--- src/tfb_pkg.sv ---
// Shared types, constants and rounding helpers for the tangent frame builder.
// No dependencies; every other file imports this package.
package tfb_pkg;

  localparam int Q_ONE   = 16384;
  localparam int Y_LIMIT = 16220;

  // Square root unit: radicand and root widths, one root bit per stage.
  localparam int ROOT_W   = 31;
  localparam int RAD_W    = 2 * ROOT_W;
  localparam int SQRT_LAT = ROOT_W;

  // Divider unit: one quotient bit per stage.
  localparam int DIV_Q_W   = 16;
  localparam int DIV_NUM_W = 46;
  localparam int DIV_DEN_W = ROOT_W;
  localparam int DIV_LAT   = DIV_Q_W;

  localparam logic signed [47:0] Q_ONE_W  = 48'(Q_ONE);
  localparam logic signed [15:0] Q_ONE_16 = 16'(Q_ONE);

  typedef struct packed {
    logic signed [15:0] normal_x;
    logic signed [15:0] normal_y;
    logic signed [15:0] normal_z;
    logic signed [15:0] rotation_x;
    logic signed [15:0] rotation_y;
    logic signed [15:0] rotation_z;
  } in_t;

  typedef struct packed {
    logic signed [15:0] tangent_x;
    logic signed [15:0] tangent_y;
    logic signed [15:0] tangent_z;
    logic signed [15:0] bitangent_x;
    logic signed [15:0] bitangent_y;
    logic signed [15:0] bitangent_z;
    logic signed [15:0] unit_normal_x;
    logic signed [15:0] unit_normal_y;
    logic signed [15:0] unit_normal_z;
    logic               degenerate;
  } out_t;

  // Divide by 2^14, round half away from zero.
  function automatic logic signed [47:0] rnd_q14(input logic signed [47:0] x);
    logic [47:0] mag;
    logic [47:0] q;
    mag = x[47] ? 48'(-x) : 48'(x);
    q   = (mag + 48'd8192) >> 14;
    return x[47] ? -$signed(q) : $signed(q);
  endfunction

  // Saturate to [-1.0, 1.0] in Q1.14.
  function automatic logic signed [15:0] clamp_q(input logic signed [47:0] x);
    logic signed [15:0] res;
    if (x > Q_ONE_W) begin
      res = Q_ONE_16;
    end else if (x < -Q_ONE_W) begin
      res = -Q_ONE_16;
    end else begin
      res = x[15:0];
    end
    return res;
  endfunction

endpackage

--- src/tfb_div.sv ---
// Pipelined restoring divider, one quotient bit per register stage.
// Depends on tfb_pkg for widths; its registers advance only while en is high.
module tfb_div import tfb_pkg::*; (
  input  logic                 clk,
  input  logic                 en,
  input  logic [DIV_NUM_W-1:0] num_in,
  input  logic [DIV_DEN_W-1:0] den_in,
  output logic [DIV_Q_W-1:0]   quo_out
);

  logic [DIV_NUM_W-1:0] rem_r [DIV_Q_W];
  logic [DIV_DEN_W-1:0] den_r [DIV_Q_W];
  logic [DIV_Q_W-1:0]   quo_r [DIV_Q_W];

  for (genvar k = 0; k < DIV_Q_W; k++) begin : g_stage
    localparam int B = DIV_Q_W - 1 - k;
    logic [DIV_NUM_W-1:0] rem_in;
    logic [DIV_DEN_W-1:0] den_cur;
    logic [DIV_Q_W-1:0]   quo_in;
    logic [DIV_NUM_W:0]   trial;

    if (k == 0) begin : g_first
      assign rem_in  = num_in;
      assign den_cur = den_in;
      assign quo_in  = '0;
    end else begin : g_next
      assign rem_in  = rem_r[k-1];
      assign den_cur = den_r[k-1];
      assign quo_in  = quo_r[k-1];
    end

    assign trial = (DIV_NUM_W+1)'(den_cur) << B;

    always_ff @(posedge clk) begin
      if (en) begin
        den_r[k] <= den_cur;
        if ({1'b0, rem_in} >= trial) begin
          rem_r[k] <= rem_in - trial[DIV_NUM_W-1:0];
          quo_r[k] <= quo_in | (DIV_Q_W'(1) << B);
        end else begin
          rem_r[k] <= rem_in;
          quo_r[k] <= quo_in;
        end
      end
    end
  end

  assign quo_out = quo_r[DIV_Q_W-1];

endmodule

--- config.mk ---
export PLATFORM = sky130hd
export DESIGN_NAME = tfb_div
export DESIGN_NICKNAME = d
export VERILOG_FILES = /design/src/tfb_pkg.sv /design/src/tfb_div.sv
export SDC_FILE = /design/constraint.sdc
export NUM_CORES = 2
export LEC_CHECK = 0
export ABC_AREA = 1
export BUFFER_PORTS_ARGS = -buffer_cell sky130_fd_sc_hd__buf_4
export CORE_ASPECT_RATIO = 0.75
export CORE_UTILIZATION = 40
export CTS_BUF_LIST = sky130_fd_sc_hd__clkbuf_8
export CTS_CLUSTER_SIZE = 30
export DETAILED_ROUTE_END_ITERATION = 12
export GPL_TIMING_DRIVEN = 0
export HOLD_SLACK_MARGIN = 0.15
export PLACE_DENSITY = 0.59
export SLEW_MARGIN = 30
export SYNTH_ARGS = -nofsm -noshare
export SYNTH_HDL_FRONTEND = slang
export SYNTH_SLANG_ARGS = --single-unit
--- constraint.sdc ---
create_clock -name clk -period 8.4 [get_ports clk]
set_input_delay 0.84 -clock clk [delete_from_list [all_inputs] [get_ports clk]]
set_output_delay 0.84 -clock clk [all_outputs]
set_load 0.02 [all_outputs]
### Yosys cells after proc, flatten, opt, wreduce, memory -nomap -nowiden

Memory sizes are Yosys's and may differ from the RTL's.
Index checks and enable logic that the tools add are counted.

* $add $sub $neg: 16
* order comparisons: 16
* multiplexer cells: 130
* bitwise operators: 32

Operators by type and width (count)
* $mux 46: 16
* $mux 16: 16
* $mux 1: 98
* $ge 46x31->1: 1
* $ge 46x32->1: 1
* $ge 46x33->1: 1
* $ge 46x34->1: 1
* $ge 46x35->1: 1
* $ge 46x36->1: 1
* $ge 46x37->1: 1
* $ge 46x38->1: 1
* $ge 46x39->1: 1
* $ge 46x40->1: 1
* $ge 46x41->1: 1
* $ge 46x42->1: 1
* $ge 46x43->1: 1
* $ge 46x44->1: 1
* $ge 46x45->1: 1
* $ge 46x46->1: 1
* $sub 46x31->46: 1
* $sub 46x32->46: 1
* $sub 46x33->46: 1
* $sub 46x34->46: 1
* $sub 46x35->46: 1
* other kinds (12): 43

* flip-flop bits (word level): 0
* bits in writable memories: 1488
* output and inout bits: 16
* word-level logic and storage cells: 197
* memories: 3

Memory list
* rem_r: words 16, width 46, read ports 15, clocked after memory_dff 0, wr ports 16, line tfb_div.sv:11 `logic [DIV_NUM_W-1:0] rem_r [DIV_Q_W];`
* den_r: words 16, width 31, read ports 15, clocked after memory_dff 0, wr ports 16, line tfb_div.sv:12 `logic [DIV_DEN_W-1:0] den_r [DIV_Q_W];`
* quo_r: words 16, width 16, read ports 16, clocked after memory_dff 0, wr ports 16, line tfb_div.sv:13 `logic [DIV_Q_W-1:0] quo_r [DIV_Q_W];`

### Logic depth before layout (Yosys ltp)

An unclocked memory read counts as a cell.

* depth in word-level cells: 6
* mapped depth: 17
* gate-level depth less buffers: 17

### Worst setup path after synthesis

Ideal clock, no wire load.

* path kind: in2reg
* start point: in en
* end point: mem quo_r[14][4] (netlist: quo_r[1][100]), enable pin
* library setup time: 0.440 ns
* data arrival time: 2.935 ns
* slack: 5.025 ns
* stages on the path: 3
* path buffers: 3
* cells stage by stage: buf_4 > clkbuf_1 > clkbuf_1

RTL lines
* start, declared: line tfb_div.sv:5 `input logic en,`
* end, declared: line tfb_div.sv:13

==> impl_metrics.csv <==
group,metric,value,unit
setup_path,critPathMaxFanout,77,
power_and_ir_drop,swShare,46.73,%
floorplanning,coreArea,0.2202,sq mm
global_route,grt_max_degree,81,
power_and_ir_drop,power_frac_seq,33.5,%
global_route,grt_usage,28.63,%
setup_path,cp_data_arrival_time,4.85,ns
clock_network,numClockSinks,1291,
placed_design,port_buffers,94,
layout,fin_util,44.71,%
run_status,violations,"DRC",
synthesis,yosys_warnings,0,
power_and_ir_drop,p_per_area,319.1,mW/mm^2
floorplanning,die_area,0.2239,sq mm
sta,clock.fmax,0.2481,GHz
job,cap_violations,0,
placed_design,place_inst,15070,
floorplanning,rows,149,
setup_path,cp.required,9.22,ns
placed_design,dp.final_hpwl,269800,um
global_route,antenna_found_initial,9,
synthesis,synth.mux.area_fraction,0,%
worst_hold_path,hold_path.class,"in -> reg",
sta,hold_viol,0,
synthesis,yosysUniqueCellTypes,50,
routing,ant_nets,0,
power_and_ir_drop,p_leak,49.17,nW
sta,rsz0062_at_grt,"false",
layout,regArea,0.03877,sq mm
routing,drc,2,
global_route,grt_pass1_wl,476200,um
synthesis,synth_top_area_share,43.65,%
global_route,grt_pass1_vias,73790,
synthesis,synth_fa_ha_area_share,7.326,%
clock_network,cts.clk_slew.worst_paths,0.07,ns
sta,setup_viol,0,
clock_network,cts_buffer_depth,4,
sta,relSlewSlack,38.51,%
synthesis,syn_nets,12600,
synthesis,synth_compound_area_share,4.558,%
synthesis,yosysMostFrequentCell,"nand2_1",
floorplanning,die_w,546.1,um
sta,clock_skew,0.09017,ns
setup_path,worst_path_max_delay_cell,"clkbuf_2",
routing,post_drt_wl_per_cell,20.95,um
setup_path,cpMostUsedCell,"nand2_1",
layout,nNetsFinal,12990,
setup_path,timing_worst_setup_path_type,"in -> reg",
run_status,status,"finished with violations",
routing,drt-total-wl,325000,um
clock_network,cts_buffers,215,
power_and_ir_drop,power_frac_comb,48.8,%
setup_path,cp-end-kind,"flop",
sta,slew_viol_final,0,
setup_path,reg2reg_depth,12,
layout,drive_above_1_share,5.095,%
synthesis,synth_common_cells,"nand2_1, inv_1, edfxtp_1",
power_and_ir_drop,internal-power,16.73,mW
layout,multi_input_area,0.04041,sq mm
layout,area_delta_synth_final,10.84,%
power_and_ir_drop,p_sw,14.68,mW
sta,fin_crit,4.031,ns
synthesis,synth_top_area_cell,"edfxtp_1",
clock_network,cts_max_level,4,
synthesis,ys_top_cells_by_area,"edfxtp_1, nand2_1, inv_1, ha_1, nand3_1",
floorplanning,start_util,40.34,%
sta,finalCritPeriodShare,47.99,%
layout,fin_area,0.09844,sq mm
synthesis,synth_top_family_by_area,"simple AND/OR/NAND/NOR gates",
synthesis,ys.flop_type,"edfxtp_1",
placed_design,globalplace.congestion,0.9763,
routing,dr_total_vias,78640,
synthesis,synth_seq_cells,1291,
clock_network,clockRootBuffer,"clkbuf_8",
routing,drt_iter0_markers,8704,
clock_network,post_cts_buffers,0,
power_and_ir_drop,peakVddDrop,0.1502,mV
synthesis,synth-xor-area-share,2.870,%
setup_path,slowest_delay,0.60,ns
routing,avgViaCountPerCell,5.070,
synthesis,synth_edf_count,1291,
placed_design,placed_area,0.09378,sq mm
clock_network,insertion_delay,1.01,ns
routing,firstDrtPassIters,12,
worst_hold_path,whs_path_depth,3,
layout,instances_no_fill,15510,
global_route,overflow,0,
synthesis,synthSimpleGateAreaFrac,30.74,%
synthesis,synth-seq-area-share,43.65,%
setup_path,cp-start-kind,"input port",
layout,n_fill_cell,22560,
synthesis,avgSynthCellArea,7.392,sq um
setup_path,crit_chain,"buf_8 -> buf_16 -> buf_16 -> buf_4 -> clkbuf_2 -> nand4_1 -> nor2_1 -> nand2_1 -> a21oi_1 -> buf_2 -> nand2_1 -> nand2_1",
synthesis,synth_area,0.08881,sq mm
floorplanning,ioPinCount,95,
clock_network,cts_tree,"done",
floorplanning,die_h,410.1,um
sta,worstMarginPinSlew,0.9189,ns
power_and_ir_drop,power_frac_clock,17.7,%
synthesis,async_reset_ff_share,0,%
synthesis,syn-instance-count,12010,
==> kinds of logic (layout without fill, tap and decap cells) <==
group / count (synthesis) / after routing
XOR/XNOR: 291 / 291
adder cells (fa/ha/maj): 511 / 511
flip-flops: 1291 / 1291
other: 0 / 6
AO/OA/AOI/OAI: 766 / 766
AND/OR/NAND/NOR: 6686 / 6686
buffers and inverters: 2469 / 3017
==> area by class of cell <==
type                            count  share of cell area [%]
Timing Repair Buffer              166                   1.774
Antenna cell                        6                 0.01525
Clock inverter                    166                   1.164
Multi-Input combinational cell   8254                   41.05
Clock buffer                      216                   3.020
Tap cell                         2944                   3.742
Buffer                            128                  0.9215
Sequential cell                  1291                   39.38
Inverter                         2341                   8.934
==> cells in the final DEF, fill, tap and decap left out, drive strengths merged, types with 86 or more instances in the layout <==
cell type	n
nand2	4480
nor2	1027
nand4	98
nor3	121
nand3	778
clkbuf	243
inv	2397
buf	215
nand3b	97
a21oi	449
xor2	253
clkinv	86
edfxtp	1291
o21ai	249
ha	496
==> per-layer routing <==
layer | vias up | part of all wire (%) | global-route usage [%]
li1 | 38670 | - | -
met1 | 36730 | 46 | 40.93
met2 | 2878 | 44 | 45.76
met3 | 368 | 7.2 | 3.877
met4 | 0 | 2.3 | 6.671
met5 | - | 0 | 0
==> per-stage QoR <==
stage	TNS [ns]	worst slack (ns)	total power [mW]	hold WS, ns
3_3_place_gp	-2235.10	-3.326	25.62	0.4012
3_5_place_dp	0	3.466	25.61	0.4045
2_1_floorplan	0	5.025	20.18	0.4003
5_1_grt	0	4.345	33.71	0.1940
4_1_cts	0	4.535	31.32	0.1591
6_report	0	4.369	31.41	0.2383
==> worst max-delay path: cells and delay by family <==
kind / cells / cell delay, ns
AOI/OAI and AO/OA: 1 / 0.47
buffers and inverters: 6 / 2.58
and+or+nand+nor: 5 / 0.63
==> timing repair <==
action / in CTS / in global routing
hold endpoints to repair: 52 / 0
hold buffers: 52 / 0
gates resized for setup: 0 / 0
==> flip-flops by register name, indices dropped and copies added (netlist names) <==
signal / flops
rem_r: 690
den_r: 465
quo_r: 136
==> worst paths after layout <==
kind	from	to	slack [ns]
max	en	rem_r[0][174]$_DFFE_PP_	4.37
max reg2reg	rem_r[0][179]$_DFFE_PP_	rem_r[0][215]$_DFFE_PP_	4.67
min	num_in[39]	rem_r[0][39]$_DFFE_PP_	0.24
min reg2reg	quo_r[0][79]$_DFFE_PP_	quo_r[0][95]$_DFFE_PP_	0.36
==> power by group through the flow <==
stage / combinational, mW / clock (mW) / sequential (mW)
finish: 15.3 / 5.57 / 10.5
CTS: 15.1 / 5.71 / 10.5
global route: 17.1 / 5.98 / 10.6
global placement: 14.9 / 0 / 10.7
floorplan: 10.4 / 0 / 9.75
detailed placement: 15.0 / 0 / 10.6
(Power assumes the default switching activity.)
