<file path="src/tfb_pkg.sv">
// Shared types, constants and rounding helpers for the tangent frame builder.
// No dependencies; every other file imports this package.
package tfb_pkg;

  localparam int Q_ONE   = 16384;
  localparam int Y_LIMIT = 16220;

  // Square root unit: radicand and root widths, one root bit per stage.
  localparam int ROOT_W   = 31;
  localparam int RAD_W    = 2 * ROOT_W;
  localparam int SQRT_LAT = ROOT_W;

  // Divider unit: one quotient bit per stage.
  localparam int DIV_Q_W   = 16;
  localparam int DIV_NUM_W = 46;
  localparam int DIV_DEN_W = ROOT_W;
  localparam int DIV_LAT   = DIV_Q_W;

  localparam logic signed [47:0] Q_ONE_W  = 48'(Q_ONE);
  localparam logic signed [15:0] Q_ONE_16 = 16'(Q_ONE);

  typedef struct packed {
    logic signed [15:0] normal_x;
    logic signed [15:0] normal_y;
    logic signed [15:0] normal_z;
    logic signed [15:0] rotation_x;
    logic signed [15:0] rotation_y;
    logic signed [15:0] rotation_z;
  } in_t;

  typedef struct packed {
    logic signed [15:0] tangent_x;
    logic signed [15:0] tangent_y;
    logic signed [15:0] tangent_z;
    logic signed [15:0] bitangent_x;
    logic signed [15:0] bitangent_y;
    logic signed [15:0] bitangent_z;
    logic signed [15:0] unit_normal_x;
    logic signed [15:0] unit_normal_y;
    logic signed [15:0] unit_normal_z;
    logic               degenerate;
  } out_t;

  // Divide by 2^14, round half away from zero.
  function automatic logic signed [47:0] rnd_q14(input logic signed [47:0] x);
    logic [47:0] mag;
    logic [47:0] q;
    mag = x[47] ? 48'(-x) : 48'(x);
    q   = (mag + 48'd8192) >> 14;
    return x[47] ? -$signed(q) : $signed(q);
  endfunction

  // Saturate to [-1.0, 1.0] in Q1.14.
  function automatic logic signed [15:0] clamp_q(input logic signed [47:0] x);
    logic signed [15:0] res;
    if (x > Q_ONE_W) begin
      res = Q_ONE_16;
    end else if (x < -Q_ONE_W) begin
      res = -Q_ONE_16;
    end else begin
      res = x[15:0];
    end
    return res;
  endfunction

endpackage

</file>
<file path="src/tfb_sqrt.sv">
// Pipelined integer square root, one root bit resolved per register stage.
// Depends on tfb_pkg for widths; its registers advance only while en is high.
module tfb_sqrt import tfb_pkg::*; (
  input  logic              clk,
  input  logic              en,
  input  logic [RAD_W-1:0]  rad_in,
  output logic [ROOT_W-1:0] root_out
);

  logic [RAD_W-1:0]  rem_r  [ROOT_W];
  logic [ROOT_W-1:0] root_r [ROOT_W];

  for (genvar k = 0; k < ROOT_W; k++) begin : g_stage
    localparam int B = ROOT_W - 1 - k;
    logic [RAD_W-1:0]  rem_in;
    logic [ROOT_W-1:0] root_in;
    logic [RAD_W:0]    trial;

    if (k == 0) begin : g_first
      assign rem_in  = rad_in;
      assign root_in = '0;
    end else begin : g_next
      assign rem_in  = rem_r[k-1];
      assign root_in = root_r[k-1];
    end

    // (root + 2^B)^2 - root^2 = root*2^(B+1) + 2^(2B)
    assign trial = ((RAD_W+1)'(root_in) << (B + 1)) + ((RAD_W+1)'(1) << (2 * B));

    always_ff @(posedge clk) begin
      if (en) begin
        if ({1'b0, rem_in} >= trial) begin
          rem_r[k]  <= rem_in - trial[RAD_W-1:0];
          root_r[k] <= root_in | (ROOT_W'(1) << B);
        end else begin
          rem_r[k]  <= rem_in;
          root_r[k] <= root_in;
        end
      end
    end
  end

  assign root_out = root_r[ROOT_W-1];

endmodule

</file>
<file path="config.mk">
export PLATFORM = sky130hd
export DESIGN_NAME = tfb_sqrt
export DESIGN_NICKNAME = d
export VERILOG_FILES = /design/src/tfb_pkg.sv /design/src/tfb_sqrt.sv
export SDC_FILE = /design/constraint.sdc
export NUM_CORES = 2
export LEC_CHECK = 0
export BUFFER_PORTS_ARGS = -buffer_cell sky130_fd_sc_hd__buf_2
export CAP_MARGIN = 20
export CELL_PAD_IN_SITES_DETAIL_PLACEMENT = 0
export CELL_PAD_IN_SITES_GLOBAL_PLACEMENT = 2
export CORE_MARGIN = 2
export CORE_UTILIZATION = 41
export DETAILED_ROUTE_END_ITERATION = 7
export PLACE_DENSITY = 0.86
export SETUP_SLACK_MARGIN = 0.4
export SYNTH_ARGS = -nofsm -noshare
export SYNTH_HDL_FRONTEND = slang
export SYNTH_SLANG_ARGS = --single-unit
export TNS_END_PERCENT = 5
</file>
<file path="constraint.sdc">
create_clock -name clk -period 4.65 [get_ports clk]
set_clock_uncertainty 0.1 [all_clocks]
set_input_delay 0.93 -clock clk [delete_from_list [all_inputs] [get_ports clk]]
set_output_delay 0.93 -clock clk [all_outputs]
set_load 0.005 [all_outputs]
</file>
Word level (Yosys, flattened, before mapping):

Memory sizes are Yosys's and may differ from the RTL's.
Cells that the tools add are included.

* memories: 2
* bits in registers: 0
* bits in writable memories: 2883
* output and inout port bits: 31
* input bits: 64

* bitwise logic cells: 62
* order comparisons: 31
* $add $sub $neg: 61
* muxes and demuxes: 248

Memories
* rem_r: depth 31, width 62, read ports 30, clocked after Yosys merged registers in 0, write ports 31, line tfb_sqrt.sv:10 `logic [RAD_W-1:0] rem_r [ROOT_W];`
* root_r: depth 31, width 31, read ports 31, clocked after Yosys merged registers in 0, write ports 31, line tfb_sqrt.sv:11 `logic [ROOT_W-1:0] root_r [ROOT_W];`

Operators with widths (count)
* 2-to-1 mux 62 bit: 31
* 2-to-1 mux 31 bit: 31
* 2-to-1 mux 1 bit: 186
* adder 61 x 59 -> 62 bit, second input constant: 1
* >= comparator 62 x 33 -> 1 bit: 1
* >= comparator 62 x 34 -> 1 bit: 1
* >= comparator 62 x 35 -> 1 bit: 1
* >= comparator 62 x 36 -> 1 bit: 1
* >= comparator 62 x 37 -> 1 bit: 1
* >= comparator 62 x 38 -> 1 bit: 1
* >= comparator 62 x 39 -> 1 bit: 1
* >= comparator 62 x 40 -> 1 bit: 1
* >= comparator 62 x 41 -> 1 bit: 1
* >= comparator 62 x 42 -> 1 bit: 1
* >= comparator 62 x 43 -> 1 bit: 1
* >= comparator 62 x 44 -> 1 bit: 1
* >= comparator 62 x 45 -> 1 bit: 1
* >= comparator 62 x 46 -> 1 bit: 1
* >= comparator 62 x 47 -> 1 bit: 1
* >= comparator 62 x 48 -> 1 bit: 1
* >= comparator 62 x 49 -> 1 bit: 1
* >= comparator 62 x 50 -> 1 bit: 1
* >= comparator 62 x 51 -> 1 bit: 1
* >= comparator 62 x 52 -> 1 bit: 1
* 72 further kinds: 133

Logic depth before layout (Yosys ltp):

An unclocked memory read counts as a cell.

* depth after elaboration: 7
* depth in mapped cells: 15

Worst setup path after synthesis:

Ideal clock, no wire load.

* path kind: input to register
* start point: input en
* end point: memory rem_r[1][620] (netlist bit) (enable)
* setup slack: -0.367 ns
* arrival time: 4.438 ns
* path buffers: 5
* library setup time: 0.479 ns
* cell stages on the path: 5
* required time: 4.071 ns
* cells stage by stage: clkbuf_1 > clkbuf_1 > clkbuf_1 > clkbuf_1 > clkbuf_1

RTL lines
* start: declaration: line tfb_sqrt.sv:5 `input logic en,`
* end: declaration: line tfb_sqrt.sv:10

==> results by group <==
Place
  – Placed cell count: 12,750
  – Pre-CTS setup slack: 0.1289 ns
  – Hpwl dp: 216,900 um
  – Gpl congestion: 0.9218
  – PortBufs: 94

Clock network
  – Clock Tree Buf Depth: 4
  – CTS tree: yes
  – CTS buffer count: 267
  – CTS root buf: clkbuf_16
  – Clock slew at reported path FFs: 0.06 ns
  – Sink Count: 2,356
  – Clk Latency, worst-skew pair: 0.90 ns
  – H-tree depth: 5

Power and ir drop
  – Combinational share of power: 0.206
  – Net switching power: 0.01870 W
  – Switching Fraction: 0.2954
  – Internal power: 0.04460 W
  – Clock share of power: 0.334
  – Max IR drop VDD: 281.4 uV
  – Total power: 0.06330 W
  – Power Density: 496.3 mW/mm^2
  – Share of total power in sequential cells: 0.460
  – P_leak: 47.85 nW

Routing
  – DRT iter0 DRCs: 6,990
  – Final WL: 286,900 um
  – Drt drc: 0
  – 1st-pass router iterations: 5
  – Via density: 5.472
  – DR WL/cell: 21.69 um
  – Vias: 72,390
  – Post-route ant nets: 0

Finish
  – Fin util: 0.4653
  – Share of cells above drive strength 1: 0.07579
  – Area delta synth->final: 12.77%
  – Fin cells: 13,230
  – Nets: 9,928

Timing
  – Tcrit/Tclk final: 0.9182
  – Final Slew Violations: 0
  – Slack of the critical path: 0.3803 ns
  – Hold Vio Cnt, Final: 0
  – Fmax: 234.2 MHz
  – Worst-Margin Slew: 1.037 ns
  – RSZ-0062 raised after global routing: yes
  – Tmin final: 4.270 ns
  – Final setup vio count: 0
  – Hold slack: 0.1127 ns
  – Relative slew slack: 0.3020

Worst setup path
  – Worst path bufs/invs: 2
  – Worst Setup End Kind: register
  – Critical Path RT: 5.11 ns
  – CP Max Fanout: 13
  – Crit path cell chain: inv_1 > ha_1 > a21oi_1 > nand3b_1 > or4b_1 > a211oi_1 > o221ai_1 > a41oi_4 > buf_4 > nor3_1 > nand4_1 > nor4b_1 > xor2_1
  – CP max-delay cell: or4b_1
  – Data arrival, critical path: 4.72 ns
  – CP delay by family, top: simple AND/OR/NAND/NOR gates
  – Slowest stage delay, CP: 0.66 ns
  – CP Launch Type: register
  – Kind of critical path: register to register

Synthesis
  – Asr flop ratio synth: 0
  – Net Count, Synth: 9,635
  – Ys Warns: 0
  – #FFs+latches synth: 2,356
  – Share of synthesized area occupied by flip-flops and latches: 0.6255
  – Top cells by area, synth: edfxtp_1 (63%), ha_1 (5.8%), xnor2_1 (3.1%)
  – Post-synth EDFFs: 2,356
  – Post-synthesis instance area: 0.1131 mm^2
  – Cell count after synthesis: 9,046
  – Synth Area per Inst: 12.50 um^2
  – Share of the synthesized area in the top cell type: 0.6255
  – Area leader, netlist: edfxtp_1
  – Synth cell types: 87
  – Prevailing post-synth register cell: edfxtp_1

GRT
  – All-Layer GR Usage: 0.2020
  – Grt met2 use: 0.3051
  – Met3 Use GR: 0.03749
  – First-pass GRT wire length: 433,200 um
  – Most Crowded Layer GR: met2
  – Vias in the first global route: 69,150
  – Total gr overflow: 0
  – Initial antenna violation count: 14
  – Met1 Usage GRT: 0.3001
  – Largest net degree at the start of global routing: 147

Floorplanning
  – Cell Rows: 192
  – Starting Density: 0.4126
  – Core Area: 0.2741 mm^2
  – Die Y: 529.2 um
  – Die area: 0.2801 mm^2
  – Die width: 529.2 um
  – I/O pin cnt: 95

Flow run
  – Max cap viols: 0

Hold path
  – HP Class: primary input to register

Status
  – Status: finished clean
==> state kept, by name, summed over array words and instances, names as in the netlist <==
| signal | count |
|---|---|
| rem_r | 1860 |
| root_r | 496 |
==> cell usage in the layout, fill, tap and decap left out, types with 44 or more instances in the layout <==
master | Yosys | routed
clkinv_1 | 1 | 46
nor2_1 | 516 | 516
edfxtp_1 | 2356 | 2356
nand3_1 | 165 | 164
inv_1 | 657 | 657
o21ai_0 | 200 | 200
nand2_1 | 658 | 658
nor4b_1 | 45 | 44
o21bai_1 | 63 | 63
a21o_1 | 276 | 276
clkbuf_16 | 0 | 271
a21oi_1 | 463 | 463
o21ai_1 | 290 | 287
nand4_1 | 152 | 152
nor4_1 | 321 | 314
buf_2 | 19 | 94
ha_1 | 525 | 525
clkbuf_1 | 189 | 49
o21a_1 | 90 | 90
or4_1 | 59 | 59
nand2b_1 | 98 | 98
or3_1 | 98 | 98
buf_4 | 1 | 134
nor3_1 | 257 | 256
nor2b_1 | 79 | 79
xnor2_1 | 404 | 404
xor2_1 | 402 | 402
==> worst paths after layout <==
check             slack (ns)                      from                 endpoint  cells past startpoint
setup reg to reg        0.38  root_r[1][123]$_DFFE_PP_  rem_r[1][307]$_DFFE_PP_                     13
hold reg to reg         0.32   rem_r[1][504]$_DFFE_PP_  rem_r[1][566]$_DFFE_PP_                      0
setup / recovery        0.38  root_r[1][123]$_DFFE_PP_  rem_r[1][307]$_DFFE_PP_                     13
hold / removal          0.11                rad_in[58]   rem_r[0][58]$_DFFE_PP_                      1
==> layer usage <==
metal  vias to the layer above  share of wire  wire, um
met1                     35360           0.47    134300
met4                         2          0.022      6368
met2                      2290           0.44    125700
li1                      34380              -         -
met5                         -       0.000045        13
met3                       359          0.072     20530
==> cell usage after synthesis, types with 14 or more instances <==
master	instances
xnor2_1	404
nand3b_1	23
mux2_2	21
nor3b_1	20
nand3_1	165
nand2_1	658
o211ai_1	24
and4_1	17
or2_2	27
nand4_1	152
mux2_1	38
nor2_1	516
buf_2	19
nor4_1	321
a31oi_1	40
a21o_1	276
o21a_1	90
and2_1	35
a21boi_0	25
a211o_1	19
o31ai_1	36
o21ai_1	290
nand4b_1	21
ha_1	525
edfxtp_1	2356
and3_1	43
clkbuf_1	189
o21ai_0	200
o21bai_1	63
nor3_1	257
nor4b_1	45
or3_1	98
a211oi_1	45
xor2_1	402
or4b_1	14
nor2b_1	79
inv_1	657
or4_1	59
a21oi_1	463
nand2b_1	98
==> area by class of cell <==
class / instances / area [um^2]
diodes: 4 / 10.01
clock buffers: 320 / 6965
clock inverters: 149 / 1800
fillers: 24270 / 146600
inverters: 662 / 2485
multi-input cells: 5815 / 39270
flip-flops and latches: 2356 / 70750
well taps: 3686 / 4612
repair buffers: 237 / 1657
==> cell families (layout without fill, tap and decap cells) <==
| family | after synthesis | count (layout) | synth area share |
|---|---|---|---|
| AOI/OAI and AO/OA | 1721 | 1721 | 0.09487 |
| xor gates and xnor gates | 806 | 806 | 0.06242 |
| adders and majority gates | 525 | 525 | 0.05808 |
| buffers and inverters | 875 | 1368 | 0.02928 |
| DFF | 2356 | 2356 | 0.6255 |
| muxes | 69 | 69 | 0.006759 |
| other | 0 | 4 | 0 |
| and+or+nand+nor | 2694 | 2694 | 0.1231 |
==> metrics by stage <==
step / TNS (ns) / instance area, um^2
2_1_floorplan: -191.61 / 113100
3_3_place_gp: 0 / 118700
3_5_place_dp: 0 / 118700
4_1_cts: 0 / 127500
5_1_grt: 0 / 127500
6_report: 0 / 127500
==> power by group through the flow <==
stage	registers (W)	clock network (W)	logic [W]
2_1_floorplan	0.0284	0	0.00940
3_3_place_gp	0.0295	0	0.0128
3_5_place_dp	0.0295	0	0.0128
4_1_cts	0.0291	0.0216	0.0129
5_1_grt	0.0294	0.0224	0.0145
6_report	0.0291	0.0211	0.0130
==> what timing repair did <==
action | in CTS | in global routing
endpoints found under the setup margin | 16 | 144
hold buffers | 0 | 0
pin swaps | 0 | 2
gates resized for setup | 3 | 13
buffers inserted | 0 | 2
gates cloned | 0 | 0
(Power assumes the default switching activity.)
